File: src/design/sbrm_pkg.sv
// shared types, widths and codes of the stereo block rms meter
package sbrm_pkg;

  localparam int SAMPLE_BITS = 24;
  localparam int MAX_FRAMES  = 4096;

  // frame count must hold MAX_FRAMES itself
  localparam int CNT_W  = $clog2(MAX_FRAMES + 1);
  // largest square is 2^(2*SAMPLE_BITS-2), summed over MAX_FRAMES frames
  localparam int SUM_W  = 2 * SAMPLE_BITS - 1 + $clog2(MAX_FRAMES);
  localparam int ROOT_W = SAMPLE_BITS;
  localparam int RAD_W  = 2 * ROOT_W;
  localparam int STEP_W = $clog2(SUM_W);

  localparam int ADDR_W = 3;
  localparam int DATA_W = 32;

  // register indexes
  localparam logic [ADDR_W-3:0] REG_STEREO_MODE = '0;

  typedef enum logic [2:0] {
    ST_IDLE,
    ST_MUL,
    ST_DIV,
    ST_SQRT,
    ST_OUT
  } state_t;

  typedef struct packed {
    logic signed [SAMPLE_BITS-1:0] sample_left;
    logic signed [SAMPLE_BITS-1:0] sample_right;
    logic                          last_in_block;
  } frame_t;

  typedef struct packed {
    logic [ROOT_W-1:0] rms_left;
    logic [ROOT_W-1:0] rms_right;
    logic [CNT_W-1:0]  frames_in_block;
  } result_t;

endpackage

File: src/design/stereo_block_rms_meter.sv
// top level of the stereo block rms meter: accumulate, divide and root
//
// usage
//   frame channel: frame_valid / frame_stall carry one stereo frame per transfer.
//   result channel: result_valid / result_stall carry one result per marked frame.
//   config port: APB-style, register 0 is stereo_mode (reset 1); the user writes it only while idle, not enforced.
// sequence
//   a frame is taken only in the idle state; each channel is squared by a
//   bit-serial shift-and-add over the SAMPLE_BITS multiplier bits; once the
//   block holds MAX_FRAMES frames, further frames are taken but not summed.
//   on the marked frame a restoring divider runs, then a two-bits-per-step
//   root, then the output state loads the result register.
// reset
//   synchronous, active high: sums and count cleared, stereo mode on, no result.
// stall
//   a finished result waits in its register while new frames are taken; a
//   second result waits in the output state until the first has gone.
module stereo_block_rms_meter (
  input  logic                             clk,
  input  logic                             rst,
  input  logic                             frame_valid,
  output logic                             frame_stall,
  input  sbrm_pkg::frame_t                 frame,
  output logic                             result_valid,
  input  logic                             result_stall,
  output sbrm_pkg::result_t                result,
  input  logic                             psel,
  input  logic                             penable,
  input  logic                             pwrite,
  input  logic [sbrm_pkg::ADDR_W-1:0]      paddr,
  input  logic [sbrm_pkg::DATA_W-1:0]      pwdata,
  output logic [sbrm_pkg::DATA_W-1:0]      prdata,
  output logic                             pready
);

  localparam int SB     = sbrm_pkg::SAMPLE_BITS;
  localparam int CNT_W  = sbrm_pkg::CNT_W;
  localparam int SUM_W  = sbrm_pkg::SUM_W;
  localparam int ROOT_W = sbrm_pkg::ROOT_W;
  localparam int RAD_W  = sbrm_pkg::RAD_W;
  localparam int STEP_W = sbrm_pkg::STEP_W;
  localparam int ADDR_W = sbrm_pkg::ADDR_W;
  localparam int DATA_W = sbrm_pkg::DATA_W;

  // magnitude of a two's complement sample, the most negative code included
  function automatic logic [SB-1:0] magnitude(input logic [SB-1:0] s);
    logic [SB-1:0] m;
    m = s[SB-1] ? (~s + SB'(1)) : s;
    return m;
  endfunction

  sbrm_pkg::state_t state, state_next;
  logic [STEP_W-1:0] step;

  logic             stereo_mode;
  logic [CNT_W-1:0] frame_count;
  logic             last_q;

  // per channel: 0 left, 1 right
  logic [SUM_W-1:0]  sum    [2];   // accumulator, then dividend/quotient, then radicand
  logic [SUM_W-1:0]  mcand  [2];   // shifted square multiplicand
  logic [SB-1:0]     mplier [2];   // multiplier bits, lsb first
  logic [CNT_W-1:0]  rem    [2];   // divider remainder
  logic [ROOT_W+1:0] srem   [2];   // root remainder
  logic [ROOT_W-1:0] root   [2];

  logic [SB-1:0]     mag      [2];
  logic [CNT_W:0]    div_shift[2];
  logic [CNT_W:0]    div_diff [2];
  logic              div_ge   [2];
  logic [ROOT_W+3:0] sq_shift [2];
  logic [ROOT_W+3:0] sq_trial [2];
  logic [ROOT_W+3:0] sq_diff  [2];
  logic              sq_ge    [2];

  logic full;
  logic frame_take;
  logic result_free;
  logic cfg_write;

  assign full        = (frame_count == CNT_W'(sbrm_pkg::MAX_FRAMES));
  assign frame_take  = frame_valid && !frame_stall;
  assign result_free = !result_valid || !result_stall;

  // config port
  assign pready    = 1'b1;
  assign cfg_write = psel && penable && pwrite && pready;
  assign prdata    = (paddr[ADDR_W-1:2] == sbrm_pkg::REG_STEREO_MODE) ?
                     {{(DATA_W-1){1'b0}}, stereo_mode} : '0;

  always_ff @(posedge clk) begin
    if (rst) begin
      stereo_mode <= 1'b1;
    end else if (cfg_write && paddr[ADDR_W-1:2] == sbrm_pkg::REG_STEREO_MODE) begin
      stereo_mode <= pwdata[0];
    end
  end

  // state register
  always_ff @(posedge clk) begin
    if (rst) begin
      state <= sbrm_pkg::ST_IDLE;
      step  <= '0;
    end else begin
      state <= state_next;
      step  <= (state_next != state) ? '0 : step + STEP_W'(1);
    end
  end

  // next state and frame stall
  always_comb begin
    state_next  = state;
    frame_stall = (state != sbrm_pkg::ST_IDLE);
    case (state)
      sbrm_pkg::ST_IDLE: begin
        if (frame_valid) begin
          if (!full) begin
            state_next = sbrm_pkg::ST_MUL;
          end else if (frame.last_in_block) begin
            state_next = sbrm_pkg::ST_DIV;
          end
        end
      end
      sbrm_pkg::ST_MUL: begin
        if (step == STEP_W'(SB - 1)) begin
          state_next = last_q ? sbrm_pkg::ST_DIV : sbrm_pkg::ST_IDLE;
        end
      end
      sbrm_pkg::ST_DIV: begin
        if (step == STEP_W'(SUM_W - 1)) begin
          state_next = sbrm_pkg::ST_SQRT;
        end
      end
      sbrm_pkg::ST_SQRT: begin
        if (step == STEP_W'(ROOT_W - 1)) begin
          state_next = sbrm_pkg::ST_OUT;
        end
      end
      sbrm_pkg::ST_OUT: begin
        if (result_free) begin
          state_next = sbrm_pkg::ST_IDLE;
        end
      end
      default: begin
        state_next = sbrm_pkg::ST_IDLE;
      end
    endcase
  end

  // per-channel step logic, one quotient bit or one root bit a cycle
  always_comb begin
    mag[0] = magnitude(frame.sample_left);
    mag[1] = stereo_mode ? magnitude(frame.sample_right) : magnitude(frame.sample_left);
    for (int c = 0; c < 2; c++) begin
      div_shift[c] = {rem[c], sum[c][SUM_W-1]};
      div_ge[c]    = (div_shift[c] >= {1'b0, frame_count});
      div_diff[c]  = div_shift[c] - {1'b0, frame_count};
      sq_shift[c]  = {srem[c], sum[c][RAD_W-1 -: 2]};
      sq_trial[c]  = {2'b00, root[c], 2'b01};
      sq_ge[c]     = (sq_shift[c] >= sq_trial[c]);
      sq_diff[c]   = sq_shift[c] - sq_trial[c];
    end
  end

  // datapath
  always_ff @(posedge clk) begin
    if (rst) begin
      frame_count  <= '0;
      result_valid <= 1'b0;
      for (int c = 0; c < 2; c++) begin
        sum[c] <= '0;
      end
    end else begin
      // the output state reloads the register itself when it frees up
      if (result_valid && !result_stall && state != sbrm_pkg::ST_OUT) begin
        result_valid <= 1'b0;
      end
      case (state)
        sbrm_pkg::ST_IDLE: begin
          if (frame_take) begin
            last_q <= frame.last_in_block;
            if (!full) begin
              frame_count <= frame_count + CNT_W'(1);
            end
            for (int c = 0; c < 2; c++) begin
              mcand[c]  <= SUM_W'(mag[c]);
              mplier[c] <= mag[c];
              rem[c]    <= '0;
              srem[c]   <= '0;
              root[c]   <= '0;
            end
          end
        end
        sbrm_pkg::ST_MUL: begin
          for (int c = 0; c < 2; c++) begin
            if (mplier[c][0]) begin
              sum[c] <= sum[c] + mcand[c];
            end
            mcand[c]  <= {mcand[c][SUM_W-2:0], 1'b0};
            mplier[c] <= {1'b0, mplier[c][SB-1:1]};
          end
        end
        sbrm_pkg::ST_DIV: begin
          // quotient bits shift in behind the dividend
          for (int c = 0; c < 2; c++) begin
            rem[c] <= div_ge[c] ? div_diff[c][CNT_W-1:0] : div_shift[c][CNT_W-1:0];
            sum[c] <= {sum[c][SUM_W-2:0], div_ge[c]};
          end
        end
        sbrm_pkg::ST_SQRT: begin
          for (int c = 0; c < 2; c++) begin
            srem[c] <= sq_ge[c] ? sq_diff[c][ROOT_W+1:0] : sq_shift[c][ROOT_W+1:0];
            root[c] <= {root[c][ROOT_W-2:0], sq_ge[c]};
            sum[c]  <= {sum[c][SUM_W-3:0], 2'b00};
          end
        end
        sbrm_pkg::ST_OUT: begin
          if (result_free) begin
            // an empty block reads as silence
            result.rms_left        <= (frame_count == '0) ? '0 : root[0];
            result.rms_right       <= (frame_count == '0) ? '0 : root[1];
            result.frames_in_block <= frame_count;
            result_valid           <= 1'b1;
            frame_count            <= '0;
            for (int c = 0; c < 2; c++) begin
              sum[c] <= '0;
            end
          end
        end
        default: begin
        end
      endcase
    end
  end

endmodule

File: config.mk
export PLATFORM = sky130hd
export DESIGN_NAME = stereo_block_rms_meter
export DESIGN_NICKNAME = d
export VERILOG_FILES = /design/src/design/sbrm_pkg.sv /design/src/design/stereo_block_rms_meter.sv
export SDC_FILE = /design/constraint.sdc
export NUM_CORES = 1
export LEC_CHECK = 0
export BUFFER_PORTS_ARGS = -buffer_cell sky130_fd_sc_hd__buf_2
export CORE_MARGIN = 3
export CORE_UTILIZATION = 55
export CTS_BUF_LIST = sky130_fd_sc_hd__clkbuf_4
export CTS_CLUSTER_DIAMETER = 100
export DETAILED_ROUTE_END_ITERATION = 7
export PLACE_DENSITY = 0.76
export SYNTH_ARGS = -nofsm -noshare
export SYNTH_HDL_FRONTEND = slang
export SYNTH_SLANG_ARGS = --single-unit
export TNS_END_PERCENT = 50
File: constraint.sdc
create_clock -name clk -period 5.6 [get_ports clk]
set_input_delay 0.84 -clock clk [delete_from_list [all_inputs] [get_ports clk]]
set_output_delay 0.84 -clock clk [all_outputs]
set_load 0.01 [all_outputs]
==> impl_metrics.tcl, run 1 <==
set metrics [dict create \
    htreeDepth 4 \
    dieWidth_um 248 \
    rsz0062_at_grt "no" \
    setup_viol 0 \
    clock_sinks 496 \
    synthTopCellsByArea "edfxtp_1, ha_1, o21ai_0" \
    hold_class "in2reg" \
    maxSlewHeadroom 0.266 \
    synth_enable_flop_cells 472 \
    dr_total_vias 25300 \
    max_freq_mhz 246 \
    insertion_delay_ps 950 \
    grt_max_degree 139 \
    synthCells 3243 \
    grt_usage 0.239 \
    routedWlPerCell_um 17.4 \
    coreArea_um2 57000 \
    cts_buffers 135 \
    placed_area_um2 33200 \
    period_minus_slack_ps 4060 \
    ir_drop_uv 159 \
    yosys_warnings 0 \
    io-pin-count 187 \
    arrival_ps 4680 \
    start_kind "flip-flop" \
    worst_pin_slew_ps 1100 \
    finalPower_mw 9.79 \
    fillCellCount 4792 \
    crit_top_cell "nor2_1" \
    synth_ff_type "edfxtp_1" \
    crit_required_ps 6220 \
    crit_end "srem[0][33]" \
    grt_antenna_before_repair 1 \
    drive_gt1_frac 0.116 \
    path_max_fanout 19 \
    cts_buffer_depth 3 \
    dieArea_um2 61300 \
    place_congestion 0.951 \
    p_leak_nw 14.3 \
    cts_setup_buffers 0 \
    finalHoldViolCount 0 \
    rrSetupSlack_ps 1540 \
    reg2reg_to "srem[0][33]" \
    rows 87 \
    cts_tree "built" \
    crit_chain "inv_1, ha_1, nand2_1, nor2_1, a21boi_1, o2111ai_1, a31oi_1, o31ai_1, a21oi_1, nand2b_1, buf_4, mux2i_1, nor2_1" \
    yosysSeqAreaShare 0.456 \
    synth.distinct_cells 86 \
    yosysMostFrequentCell "edfxtp_1" \
    worst_setup_path_end_kind "flip-flop" \
    r2r_cells 13 \
    outcome "finished clean" \
    crit_type "reg2reg" \
    ys_ff_latch 496 \
    wl_um 73500 \
    fin_nets 3662 \
    antenna_left 0 \
    powerDensity_nw_per_um2 280 \
    drt_pass1_iterations 6 \
    io_buffers 121 \
    synth_common_cells "edfxtp_1, nor2_1, nand2_1, o21ai_0, a21oi_1" \
    synth_area_leader_cell "edfxtp_1" \
    overflow 0 \
    die_h_um 248 \
    crit_path_top_delay_cell "nand2b_1" \
    clkSlewWorstSetupHoldPaths_ps 70 \
    viasPerCell 6.00 \
    syn_area_um2 32100 \
    ctsResizeCount 0 \
    max_stage_delay_ps 810 \
    initial_utilization 0.563 \
    drv_slew 0 \
    design_area_um2 34900 \
    startpoint "root[0][29]" \
    postCtsHoldBufs 0 \
    grt_pass1_wl_um 121000 \
    r2r-start "root[0][29]" \
    async_flop_share 0 \
    clock_skew_ps 62.1 \
    drc 0 \
    period_share 0.726 \
    dp.final_hpwl_um 51500 \
    grt_pass1_vias 24900 \
    finish.utilization 0.612 \
    area_growth_pct 8.77 \
    drv_cap 0 \
    synth_top_area_frac 0.442 \
    cts_root_buf "clkbuf_4" \
    fin_tns_setup_ps 0 \
    synth.avg_cell_area_um2 9.90 \
    drtIter0Drc 1866 \
]
[worst min path at each step]
stage                    startpoint    endpoint  slack, ps  depth (start not counted)
finish                     frame[0]      last_q        150                          1
global route               frame[0]      last_q         50                          1
CTS                        frame[0]      last_q          6                          1
detailed placement  frame_count[12]  result[12]        440                          0
global placement    frame_count[12]  result[12]        440                          0
floorplan                   step[0]     step[0]        430                          1
[registers in the layout (all words and copies together) (netlist names)]
register and count:
root 48, rem 26, sum 118, frame_count 13
result_valid 1, result 61, last_q 1, stereo_mode 1
step 6, mcand 118, mplier 48, srem 52
state 3
[metrics by stage]
stage	setup slack, ps	hold WS (ps)	cells
floorplan	1330	430	3273
global placement	1710	443	3986
detailed placement	1660	440	3986
CTS	1600	5.95	4221
global route	1110	45.1	4223
finish	1540	148	4223
[critical path, delay by kind of cell (launching register included)]
kind	cells	cell delay, ps
mux	1	230
simple gates	4	1140
flops	1	340
buf+inv	2	460
fa+ha+maj	1	370
compound gates	5	1200
[area by class of cell]
type                    instances  area [um2]  share of cell area
inverters                     143         537              0.0154
flip-flops and latches        496       14700               0.420
repair buffers                143         771              0.0221
multi-input cells            2448       16300               0.466
diodes                          2        5.00            0.000143
clock buffers                 195        1460              0.0419
well taps                     756         946              0.0271
clock inverters                40         272             0.00778
[per-layer routing]
layer | global-route usage | vias up | part of all wire
met5 | 0 | - | 0
met4 | 0.0963 | 0 | 0.027
met3 | 0.0455 | 162 | 0.058
met2 | 0.387 | 823 | 0.46
met1 | 0.319 | 12100 | 0.45
li1 | - | 12200 | -
[kinds of logic (layout without fill, tap and decap cells)]
family | count (synthesis) | after routing | share of synthesized area
AO/OA/AOI/OAI | 970 | 970 | 0.197
XOR/XNOR | 232 | 232 | 0.0633
adder cells (fa/ha/maj) | 204 | 204 | 0.0804
buffers and inverters | 329 | 521 | 0.0429
flip-flops | 496 | 496 | 0.456
multiplexers | 50 | 50 | 0.0156
other | 2 | 34 | 0.000234
AND/OR/NAND/NOR | 960 | 960 | 0.144
[placed cells by master (no fill, tap or decap), types with 15 or more instances in the layout]
cell / synthesis / layout
ha_1: 200 / 200
edfxtp_1: 472 / 472
a211oi_1: 21 / 21
nor2_1: 270 / 269
buf_4: 34 / 22
xor2_1: 106 / 106
o31ai_1: 19 / 19
dfxtp_1: 24 / 24
nand3_1: 61 / 59
nor3_1: 37 / 35
clkbuf_4: 0 / 195
clkinv_1: 0 / 22
a31oi_1: 18 / 18
and2_1: 134 / 134
nand4_1: 56 / 56
mux2i_1: 49 / 49
conb_1: 2 / 32
a21oi_1: 223 / 223
inv_1: 143 / 143
buf_2: 11 / 121
nor4_1: 15 / 15
o21ai_0: 225 / 224
and3_1: 21 / 20
nand2_1: 265 / 263
xnor2_1: 126 / 126
nor2b_1: 16 / 16
o211ai_1: 21 / 21
o21bai_1: 45 / 44
a22oi_1: 108 / 108
a21o_1: 138 / 138
o21a_1: 36 / 36
nand2b_1: 28 / 28
[power by group]
group          switching [mW]  leakage [nW]  internal [mW]
clock                    1.55          1.04           1.78
combinational            1.20          8.44          0.763
sequential              0.154          4.81           4.34
total                    2.90          14.3           6.89
No activity file was read; power rests on OpenSTA's default activity.
==> run 2, diff against run 1 <==
PLACE_DENSITY = 0.73   (was 0.76)
clock period = 4.25 ns   (was 5.6 ns; I/O delays follow)
==> run 2 against run 1 <==
  * Power up 32%
  * Final cell count up 0.43%
  * Worst hold slack got worse by 27 ps
  * Via count rose by 0.21%
  * Routed wire length grew 0.62%
  * Sequential share of layout area is 0.29 points lower
  * Clock power grew 31%
  * Clock-buffer cell count down 6
  * Core utilization up 0.43 points
  * Critical path depth decreased by 1
  * Largest cell class unchanged
  * Highest routed layer unchanged
==> impl_metrics.tcl, run 2 (synthesis gave the netlist of run 1 again) <==
set metrics [dict create \
    outcome "finished clean" \
    insertion_delay_ps 970 \
    place_congestion 0.904 \
    drtIter0Drc 1937 \
    drv_cap 0 \
    max_freq_mhz 249 \
    worst_pin_slew_ps 1150 \
    arrival_ps 4700 \
    cts_root_buf "clkbuf_4" \
    maxSlewHeadroom 0.232 \
    drv_slew 0 \
    cts_buffers 138 \
    initial_utilization 0.563 \
    regArea_um2 14700 \
    startpoint "sum[0][59]" \
    worst_setup_path_end_kind "flip-flop" \
    coreArea_um2 57000 \
    path_max_fanout 4 \
    clock_sinks 496 \
    largestRegisters "mcand (118), sum (118), result (61)" \
    drt_pass1_iterations 6 \
    placed_area_um2 33400 \
    grt_usage 0.241 \
    rows 87 \
    dp.final_hpwl_um 52800 \
    io_buffers 121 \
    die_h_um 248 \
    viasPerCell 5.99 \
    rsz0062_at_grt "no" \
    grt_pass1_vias 25000 \
    powerDensity_nw_per_um2 368 \
    overflow 0 \
    grt_antenna_before_repair 2 \
    cts_buffer_depth 3 \
    cts_tree "built" \
    finish.utilization 0.616 \
    multiInputGateArea_um2 16300 \
    dr_total_vias 25400 \
    dieArea_um2 61300 \
    min_from "result_stall" \
    crit_type "reg2reg" \
    hold_class "in2reg" \
    antenna_left 0 \
    crit_required_ps 4940 \
    grt_max_degree 114 \
    wl_um 73900 \
    p_leak_nw 14.4 \
    io-pin-count 187 \
    r2r-start "sum[0][59]" \
    layout_common_cells "edfxtp_1, nor2_1, nand2_1" \
    finalHoldViolCount 0 \
    period_share 0.944 \
    ir_drop_uv 235 \
    period_minus_slack_ps 4010 \
    design_area_um2 35200 \
    drive_gt1_frac 0.117 \
    fillCellCount 4887 \
    drc 0 \
    fin_nets 3681 \
    htreeDepth 4 \
    clock_skew_ps 50.1 \
    dieWidth_um 248 \
    fin_tns_setup_ps 0 \
    final_common_cell "edfxtp_1" \
    start_kind "flip-flop" \
    grt_pass1_wl_um 122000 \
    routedWlPerCell_um 17.4 \
    area_growth_pct 9.54 \
    setup_viol 0 \
    clkSlewWorstSetupHoldPaths_ps 70 \
    cts_setup_buffers 0 \
]
[run 2: worst max-delay path, cell delays in order, from the launching register on]
cell and delay (ps):
edfxtp_1 420, ha_1 270, fa_1 420, a211oi_1 380, o211ai_1 230, and3_1 200
o21ai_0 370, a211o_1 240, a21oi_1 150, a221oi_1 630, o21bai_1 190, xnor2_1 160
o21ai_0 90
[run 2: path summary, 6_finish.rpt]
| kind | to | slack (ps) | cells after the start |
|---|---|---|---|
| setup / recovery | sum[0][105] | 240 | 12 |
| hold / removal | result_valid | 120 | 3 |
| setup reg to reg | sum[0][105] | 240 | 12 |
| hold reg to reg | step[0] | 490 | 1 |
[run 2: report_power, final]
| group | internal [mW] | switching (mW) |
|---|---|---|
| Combinational | 1.03 | 1.59 |
| Sequential | 5.71 | 0.201 |
| Clock | 2.36 | 2.03 |
| Total | 9.10 | 3.83 |
[run 2: per-stage QoR]
step | setup WS (ps) | std cells | power, mW | hold slack, ps
final | 236 | 4241 | 12.9 | 121
after global routing | 53.2 | 4241 | 13.7 | 54.7
after CTS | 370 | 4237 | 13.1 | 4.13
after detailed placement | 424 | 3998 | 8.59 | 476
after global placement | 467 | 3998 | 8.51 | 441
after floorplan | 178 | 3273 | 7.97 | 430
[run 2: timing repair]
| item | 4_1_cts | 5_1_grt |
|---|---|---|
| hold buffers | 4 | 0 |
| gates resized for setup | 0 | 0 |
| endpoints found under the hold margin | 6 | 0 |
[run 2: cell type report]
type / count / area share
flip-flops and latches: 496 / 0.417
inverters: 143 / 0.0153
well taps: 756 / 0.0269
clock inverters: 46 / 0.00929
multi-input cells: 2448 / 0.463
repair buffers: 159 / 0.0285
diodes: 4 / 0.000285
clock buffers: 189 / 0.0404
[run 2: layer usage]
layer / wire [um] / track usage / up-vias
li1: - / - / 12300
met1: 32800 / 0.317 / 12200
met2: 35000 / 0.399 / 817
met3: 4410 / 0.0493 / 156
met4: 1690 / 0.0841 / 0
met5: 0 / 0 / -
